[config.mk]
export PLATFORM = sky130hd
export DESIGN_NAME = bpa_ctrl
export DESIGN_NICKNAME = d
export VERILOG_FILES = /design/src/sv/bpa_pkg.sv /design/src/sv/bpa_ctrl.sv
export SDC_FILE = /design/constraint.sdc
export NUM_CORES = 1
export LEC_CHECK = 0
export ABC_CLOCK_PERIOD_IN_PS = 1800
export BUFFER_PORTS_ARGS = -buffer_cell sky130_fd_sc_hd__buf_4
export CAP_MARGIN = 20
export CORE_ASPECT_RATIO = 1.5
export CORE_MARGIN = 3
export CORE_UTILIZATION = 30
export CTS_CLUSTER_DIAMETER = 30
export DETAILED_ROUTE_END_ITERATION = 7
export HOLD_SLACK_MARGIN = 0.08
export SLEW_MARGIN = 20
export SYNTH_ARGS = -nofsm -noshare
export SYNTH_HDL_FRONTEND = slang
export SYNTH_SLANG_ARGS = --single-unit
[constraint.sdc]
create_clock -name clk -period 1.8 [get_ports clk]
set_clock_uncertainty 0.05 [all_clocks]
set_input_delay 0.27 -clock clk [delete_from_list [all_inputs] [get_ports clk]]
set_output_delay 0.27 -clock clk [all_outputs]
set_load 0.05 [all_outputs]
[src/sv/bpa_pkg.sv]
// ----------------------------------------------------------------------------
// bpa_pkg
// Shared types and constants of the buddy page allocator.
// ----------------------------------------------------------------------------
package bpa_pkg;

  localparam int OPC_W  = 1;
  localparam int ORD_W  = 4;
  localparam int PAGE_W = 10;
  localparam int STAT_W = 2;
  localparam int TOP_RESET = 10;
  // Largest zone order the tree is built for; the zone never exceeds it.
  localparam int ORDER_CAP = 10;

  localparam logic OP_ALLOC = 1'b0;
  localparam logic OP_FREE  = 1'b1;

  typedef enum logic [STAT_W-1:0] {
    ST_OK          = 2'd0,
    ST_NO_SPACE    = 2'd1,
    ST_DOUBLE_FREE = 2'd2,
    ST_BAD_REQ     = 2'd3
  } status_t;

  typedef enum logic [4:0] {
    DP_NOP,
    DP_CLR,
    DP_LOAD,
    DP_ROOT_EVAL,
    DP_DESC_RD,
    DP_DESC_STEP,
    DP_SPLIT_INIT,
    DP_CHK_RD,
    DP_CHK_UP,
    DP_MRG_INIT,
    DP_MRG_RD,
    DP_MRG_TAKE,
    DP_FINAL,
    DP_UP_A,
    DP_UP_B,
    DP_UP_W,
    DP_RESULT
  } dp_op_t;

  typedef struct packed {
    dp_op_t  op;
    status_t code;
  } dp_cmd_t;

  typedef struct packed {
    logic bad_req;
    logic is_free;
    logic clr_last;
    logic found;
    logic at_top;
    logic at_fo;
    logic below_split;
    logic chk_hit;
    logic buddy_free;
  } dp_sts_t;

endpackage

[src/sv/bpa_ctrl.sv]
// ----------------------------------------------------------------------------
// bpa_ctrl
// Sequencer of the allocator: clearing sweep, allocate descent and split,
// free check and merge, and the upward mask repair.
// ----------------------------------------------------------------------------
module bpa_ctrl import bpa_pkg::*; (
  input  logic    clk,
  input  logic    rst_n,
  input  logic    cfg_we,
  input  logic    in_valid,
  output logic    in_ready,
  output logic    out_valid,
  input  logic    out_ready,
  input  dp_sts_t sts,
  output dp_cmd_t cmd
);

  typedef enum logic [3:0] {
    S_CLEAR, S_IDLE, S_ROOT, S_DESC_RD, S_DESC_STEP, S_CHK, S_CHK_RD,
    S_MRG_RD, S_MRG_EV, S_UP_A, S_UP_B, S_UP_W, S_FIN
  } state_t;

  state_t  state_r, state_nxt;
  status_t code_r, code_nxt;
  logic    out_valid_r, out_valid_nxt;

  assign in_ready  = (state_r == S_IDLE) && !cfg_we;
  assign out_valid = out_valid_r;

  always_comb begin
    state_nxt     = state_r;
    code_nxt      = code_r;
    out_valid_nxt = out_valid_r && !out_ready;
    cmd.op        = DP_NOP;
    cmd.code      = code_r;
    case (state_r)
      S_CLEAR: begin
        cmd.op = DP_CLR;
        if (sts.clr_last) begin
          state_nxt = S_IDLE;
        end
      end
      S_IDLE: begin
        if (in_valid && in_ready) begin
          cmd.op = DP_LOAD;
          if (sts.bad_req) begin
            code_nxt  = ST_BAD_REQ;
            state_nxt = S_FIN;
          end else if (sts.is_free) begin
            state_nxt = S_CHK;
          end else begin
            state_nxt = S_ROOT;
          end
        end
      end
      S_ROOT: begin
        cmd.op = DP_ROOT_EVAL;
        if (sts.found) begin
          state_nxt = S_DESC_RD;
        end else begin
          code_nxt  = ST_NO_SPACE;
          state_nxt = S_FIN;
        end
      end
      S_DESC_RD: begin
        if (sts.at_fo) begin
          cmd.op    = DP_SPLIT_INIT;
          state_nxt = S_UP_A;
        end else begin
          cmd.op    = DP_DESC_RD;
          state_nxt = S_DESC_STEP;
        end
      end
      S_DESC_STEP: begin
        cmd.op    = DP_DESC_STEP;
        state_nxt = S_DESC_RD;
      end
      S_CHK: begin
        if (sts.chk_hit) begin
          code_nxt  = ST_DOUBLE_FREE;
          state_nxt = S_FIN;
        end else if (sts.at_top) begin
          cmd.op    = DP_MRG_INIT;
          state_nxt = S_MRG_RD;
        end else begin
          cmd.op    = DP_CHK_UP;
          state_nxt = S_CHK_RD;
        end
      end
      S_CHK_RD: begin
        cmd.op    = DP_CHK_RD;
        state_nxt = S_CHK;
      end
      S_MRG_RD: begin
        if (sts.at_top) begin
          cmd.op    = DP_FINAL;
          state_nxt = S_UP_A;
        end else begin
          cmd.op    = DP_MRG_RD;
          state_nxt = S_MRG_EV;
        end
      end
      S_MRG_EV: begin
        if (sts.buddy_free) begin
          cmd.op    = DP_MRG_TAKE;
          state_nxt = S_MRG_RD;
        end else begin
          cmd.op    = DP_FINAL;
          state_nxt = S_UP_A;
        end
      end
      S_UP_A: begin
        cmd.op = DP_UP_A;
        if (sts.at_top) begin
          code_nxt  = ST_OK;
          state_nxt = S_FIN;
        end else if (sts.below_split) begin
          state_nxt = S_UP_B;
        end else begin
          state_nxt = S_UP_W;
        end
      end
      S_UP_B: begin
        cmd.op    = DP_UP_B;
        state_nxt = S_UP_A;
      end
      S_UP_W: begin
        cmd.op    = DP_UP_W;
        state_nxt = S_UP_A;
      end
      S_FIN: begin
        // The result register is loaded only once the previous beat is gone.
        if (!out_valid_r || out_ready) begin
          cmd.op        = DP_RESULT;
          out_valid_nxt = 1'b1;
          state_nxt     = S_IDLE;
        end
      end
      default: state_nxt = S_IDLE;
    endcase
    if (cfg_we && ((state_r == S_IDLE) || (state_r == S_CLEAR))) begin
      state_nxt = S_CLEAR;
      cmd.op    = DP_NOP;
    end
  end

  always_ff @(posedge clk) begin
    if (!rst_n) begin
      state_r     <= S_CLEAR;
      code_r      <= ST_OK;
      out_valid_r <= 1'b0;
    end else begin
      state_r     <= state_nxt;
      code_r      <= code_nxt;
      out_valid_r <= out_valid_nxt;
    end
  end

endmodule

; ---- Yosys cells after proc, flatten, opt, wreduce, memory -nomap -nowiden
; Index checks and enable logic that the tools add are counted.
[classes]
div = 0
n_mul = 0
n_reduce_logical = 15
n_addsub = 0
n_eq_ne = 19
bitwise_logic = 1
n_lt_le_gt_ge = 0
shifts = 0
muxes = 31
[op_table]
columns = op, n
row1 = $pmux 5 s13, 1
row2 = $pmux 4 s12, 1
row3 = $mux 4, 9
row4 = $eq 4x4->1 const B, 5
row5 = $eq 4x3->1 const B, 4
row6 = $mux 2, 7
row7 = $mux 3, 4
row8 = $ne 2x2->1 const B, 6
row9 = $mux 5, 2
row10 = $eq 4x2->1 const B, 2
row11 = $pmux 2 s4, 1
row12 = $mux 1, 6
row13 = $reduce_and 6->1, 1
row14 = $eq 4x1->1 const B, 1
row15 = $logic_and 1x1->1, 4
row16 = $logic_not 4->1, 1
row17 = $reduce_bool 4->1, 1
row18 = $reduce_or 2->1, 2
row19 = $logic_not 1->1, 3
row20 = $reduce_and 3->1, 1
row21 = $logic_or 1x1->1, 2
row22 = $ne 2x1->1 const B, 1
row23 = $not 1->1, 1
[totals]
ff_bits = 7
latchBits = 0
word_cells = 69
in_bits = 14
mem_bits_rw = 0
out_inout_bits = 9
memories = 0
rom_bits = 0

; ---- Longest topological paths before layout
[depth]
depth_word = 6
ltp_mapped = 6
depth_no_buf = 4

; ---- Least setup slack after synthesis
; No wires, ideal clock.
[synth_path]
path_kind = register -> output
startpoint = register state_r[3]
endpoint = output cmd[4] (netlist bit)
stages_incl_launch_ff = 5
path_slack_ps = -599
path_buffers = 2
required_ps = 1480
arrival_ps = 2079
path_cell_list = dfxtp_1 > buf_2 > clkbuf_1 > a21oi_1 > o32ai_1
[synth_rtl]
columns = item, line
row1 = from (decl), bpa_ctrl.sv:23  ; state_t state_r, state_nxt;
row2 = from (signal assigned), bpa_ctrl.sv:153  ; state_r <= state_nxt;
row3 = to (decl), bpa_ctrl.sv:15  ; output dp_cmd_t cmd

==> out/results.md <==
| Result | Reported |
| --- | --- |
| Count of input and output buffers | 22 |
| Top Usage Layer GRT | met2 |
| Register area | 153 um^2 |
| Total number of vias | 1,131 |
| Fmax | 556 MHz |
| Clock period minus final worst setup slack | 1.80 ns |
| Max-slew violation total from the final report | 0 |
| Worst Tran Pin Value | 0.344 ns |
| Post-synthesis sequential area ratio | 0.160 |
| Total power per unit cell area | 397 nW/um^2 |
| Path depth of the worst reg2reg path | 8 |
| Adder-Cell Fraction of Synth Area | 0 |
| Fraction of the cycle the final worst path needs | 0.999 |
| Global routing usage on met3 | 0.0349 |
| Fraction of layout cells with a size suffix above 1 | 0.410 |
| Antenna-violating nets left | 0 |
| Final setup slack of the worst path | 0.00208 ns |
| Peak supply drop | 0.414 mV |
| Met1 demand-to-capacity share in global routing | 0.202 |
| Total number of yosys warnings | 0 |
| Multi-input combinational cell area | 726 um^2 |
| Num rows | 23 |
| FFs w/ async S/R, synth | 0 |
| Die Span Y | 72.2 um |
| Largest driver fanout on the critical path | 4 |
| Reported max-cap violation count | 0 |
| Reg-to-reg critical path endpoint | state_r[0]$_SDFFE_PP0P_ |
| Number of register bits inferred by synthesis | 7 |
| Number of global-route vias before repair | 1,014 |
| Worst path required time | 1.48 ns |
| Clk_lat worst skew | 0.23 ns |
| Clock slew seen by the registers of the worst setup and hold paths | 0.04 ns |
| I/O pin total | 23 |
| Post-DP HPWL | 2.21 mm |
| Fraction of synthesized cell area taken by the top area cell type | 0.160 |
| DRC marker count from the first detailed-route iteration | 54 |
| Data arrival time of the critical path | 1.48 ns |
| Worst reg2reg startpoint | state_r[0]$_SDFFE_PP0P_ |
| Synthesis-to-layout area growth | 50.5% |
| Biggest area contributors in the synthesized netlist | sky130_fd_sc_hd__dfxtp_1 16%, sky130_fd_sc_hd__a21oi_1 4.6%, sky130_fd_sc_hd__nor2b_1 4.3% |
| Pin count of the biggest net entering global routing | 15 |
| Type of origin of the critical path | flop |
| Accumulated negative setup slack | 0 ns |
| Post-route cell area | 1320 um^2 |
| Final setup violation count | 0 |
| Worst Min Path Start | rst_n |
| Core area | 2730 um^2 |
| EDFF count, synth | 0 |
| H-tree level count | 1 |
| Worst setup path class | flop to output port |
| Overall fraction of global-route tracks in use | 0.180 |
| Ys flop type | sky130_fd_sc_hd__dfxtp_1 |
| Hold slack final | 0.246 ns |
| Post-Synthesis Cells | 122 |
| Total leakage power | 0.544 nW |
| Post-Synth Simple-Gate Area | 0.347 |
| Most common library cell in the layout ignoring fill and taps | sky130_fd_sc_hd__buf_4 |
| Post-placement worst setup slack | 0.0953 ns |
| GRT Residual Overflow | 0 |
| Hold Crit Class | input port to flop |
| Placer's final routability congestion estimate | 0.879 |
| Nets | 171 |
| Die span in x | 50.2 um |
| Max clock buf depth | 2 |
| Average detailed-routed wire length per instance | 16.8 um |
| Count of unique library cells instantiated by Yosys | 48 |
| Area share of xor/xnor cells in the synthesized design | 0 |
| CTS sink count | 7 |
| Post-DP Area | 1140 um^2 |
| Diodes inserted | 0 |
| Initial core utilization | 0.321 |
| Status | finished, final reports clean |
| Setup slack, reg-to-reg | 0.14 ns |
| Layout Utilization | 0.483 |
| Total detailed-routing wirelength | 3.24 mm |
| Capturing element type of the critical path | output port |
| Worst hold stages | 2 |
| Post-Synthesis Cell Area | 877 um^2 |
| Post-synthesis compound-gate area fraction | 0.377 |
| Hold path endpoint | out_valid$_SDFF_PN0_ |
| Largest family of logic cells by synthesized area | compound AO/OA/AOI/OAI gates |
| First element of the critical path | state_r[3]$_SDFFE_PP0P_ |
| Global-route wire length before repair | 5.00 mm |
| Clock tree from TritonCTS | built |
| Mux share of post-synthesis cell area | 0.0228 |
| CTS root buf | sky130_fd_sc_hd__clkbuf_8 |
| Number of nets produced by synthesis | 136 |
| Setup repair after global routing missed its margin | yes |
| Initial antenna violation count | 0 |
| Num CTS Buffers | 3 |
| Vias per std cell | 5.86 |
| Dominant cell type by area after synthesis | sky130_fd_sc_hd__dfxtp_1 |
| Remaining DRCs | 0 |
| Filler instances | 280 |
| DR pass1 iterations | 5 |
| Die footprint | 3620 um^2 |
| Most frequent cells in the layout | 32 x sky130_fd_sc_hd__buf_4, 8 x sky130_fd_sc_hd__nand2_1, 8 x sky130_fd_sc_hd__buf_6 |
| Final hold violation count | 0 |
| Worst slew margin relative to its limit | 0.769 |
| Average cell area after synthesis | 7.19 um^2 |
| Met2 track demand over resource | 0.308 |
-- metrics by stage --
stage,std cells,total power [W]
finish,193,0.000524
global route,193,0.000552
CTS,191,0.000519
detailed placement,183,0.000285
global placement,183,0.000284
floorplan,122,0.000229
-- cell usage after synthesis (2+ instances only) --
cell type and instances:
sky130_fd_sc_hd__o21ai_1 2, sky130_fd_sc_hd__buf_6 2, sky130_fd_sc_hd__a31oi_1 4, sky130_fd_sc_hd__nor3b_1 3, sky130_fd_sc_hd__and3b_1 2, sky130_fd_sc_hd__nor3_1 3, sky130_fd_sc_hd__o21a_1 2, sky130_fd_sc_hd__o21ai_0 6
sky130_fd_sc_hd__a21boi_0 3, sky130_fd_sc_hd__o22ai_1 2, sky130_fd_sc_hd__nor2b_1 6, sky130_fd_sc_hd__a21o_1 2, sky130_fd_sc_hd__buf_2 6, sky130_fd_sc_hd__clkbuf_1 2, sky130_fd_sc_hd__nand2_1 8, sky130_fd_sc_hd__dfxtp_1 7
sky130_fd_sc_hd__nand2b_1 5, sky130_fd_sc_hd__nand3_1 2, sky130_fd_sc_hd__mux2i_1 2, sky130_fd_sc_hd__o211ai_1 2, sky130_fd_sc_hd__o31ai_1 3, sky130_fd_sc_hd__nor2_1 8, sky130_fd_sc_hd__a21oi_1 8, sky130_fd_sc_hd__a211oi_1 2
sky130_fd_sc_hd__nor4bb_1 2, sky130_fd_sc_hd__inv_1 4, sky130_fd_sc_hd__nand3b_1 3
-- worst max-delay path: stages (launching register included) --
cell,delay [ns]
sky130_fd_sc_hd__dfxtp_4,0.35
sky130_fd_sc_hd__nand2b_4,0.14
sky130_fd_sc_hd__o32a_1,0.28
sky130_fd_sc_hd__o22ai_1,0.14
sky130_fd_sc_hd__and3_1,0.18
sky130_fd_sc_hd__buf_6,0.16
-- timing repair --
action                     CTS  global route
buffers inserted             3             2
pin swaps                    4             4
hold buffers                 0             0
gates resized for setup     12            13
setup endpoints to repair    4             4
cloned                       1             0
-- kinds of logic after synthesis --
| kind of cell | after synthesis |
|---|---|
| AO/OA/AOI/OAI | 48 |
| AND/OR/NAND/NOR | 50 |
| flip-flops | 7 |
| buffers and inverters | 15 |
| multiplexers | 2 |
-- registers in the layout (all words and copies together), names as in the netlist --
register,flops
out_valid,1
state_r,4
code_r,2
-- worst max path at each step --
stage,end
2_1_floorplan,cmd[4]
4_1_cts,cmd[2]
3_3_place_gp,cmd[3]
6_report,cmd[2]
3_5_place_dp,cmd[2]
5_1_grt,cmd[2]
-- routing by layer --
| layer | vias up | share of wire |
|---|---|---|
| met5 | - | 0 |
| met4 | 0 | 0.031 |
| met3 | 12 | 0.068 |
| met2 | 67 | 0.51 |
| met1 | 528 | 0.39 |
| li1 | 524 | - |
-- power breakdown --
part	switching, W	total, W	leakage [nW]	internal [W]
sequential	0.00000296	0.000158	0.0595	0.000155
combinational	0.0000749	0.000142	0.462	0.0000674
clock	0.0000700	0.000223	0.0228	0.000153
-- final cells by class --
| class | instances | share of cell area |
|---|---|---|
| clock buffer | 4 | 0.0341 |
| inverter | 4 | 0.0114 |
| multi-input combinational | 100 | 0.550 |
| sequential | 7 | 0.116 |
| tap | 37 | 0.0351 |
| timing repair buffer | 41 | 0.254 |
Power figures use the tool's default switching activity.
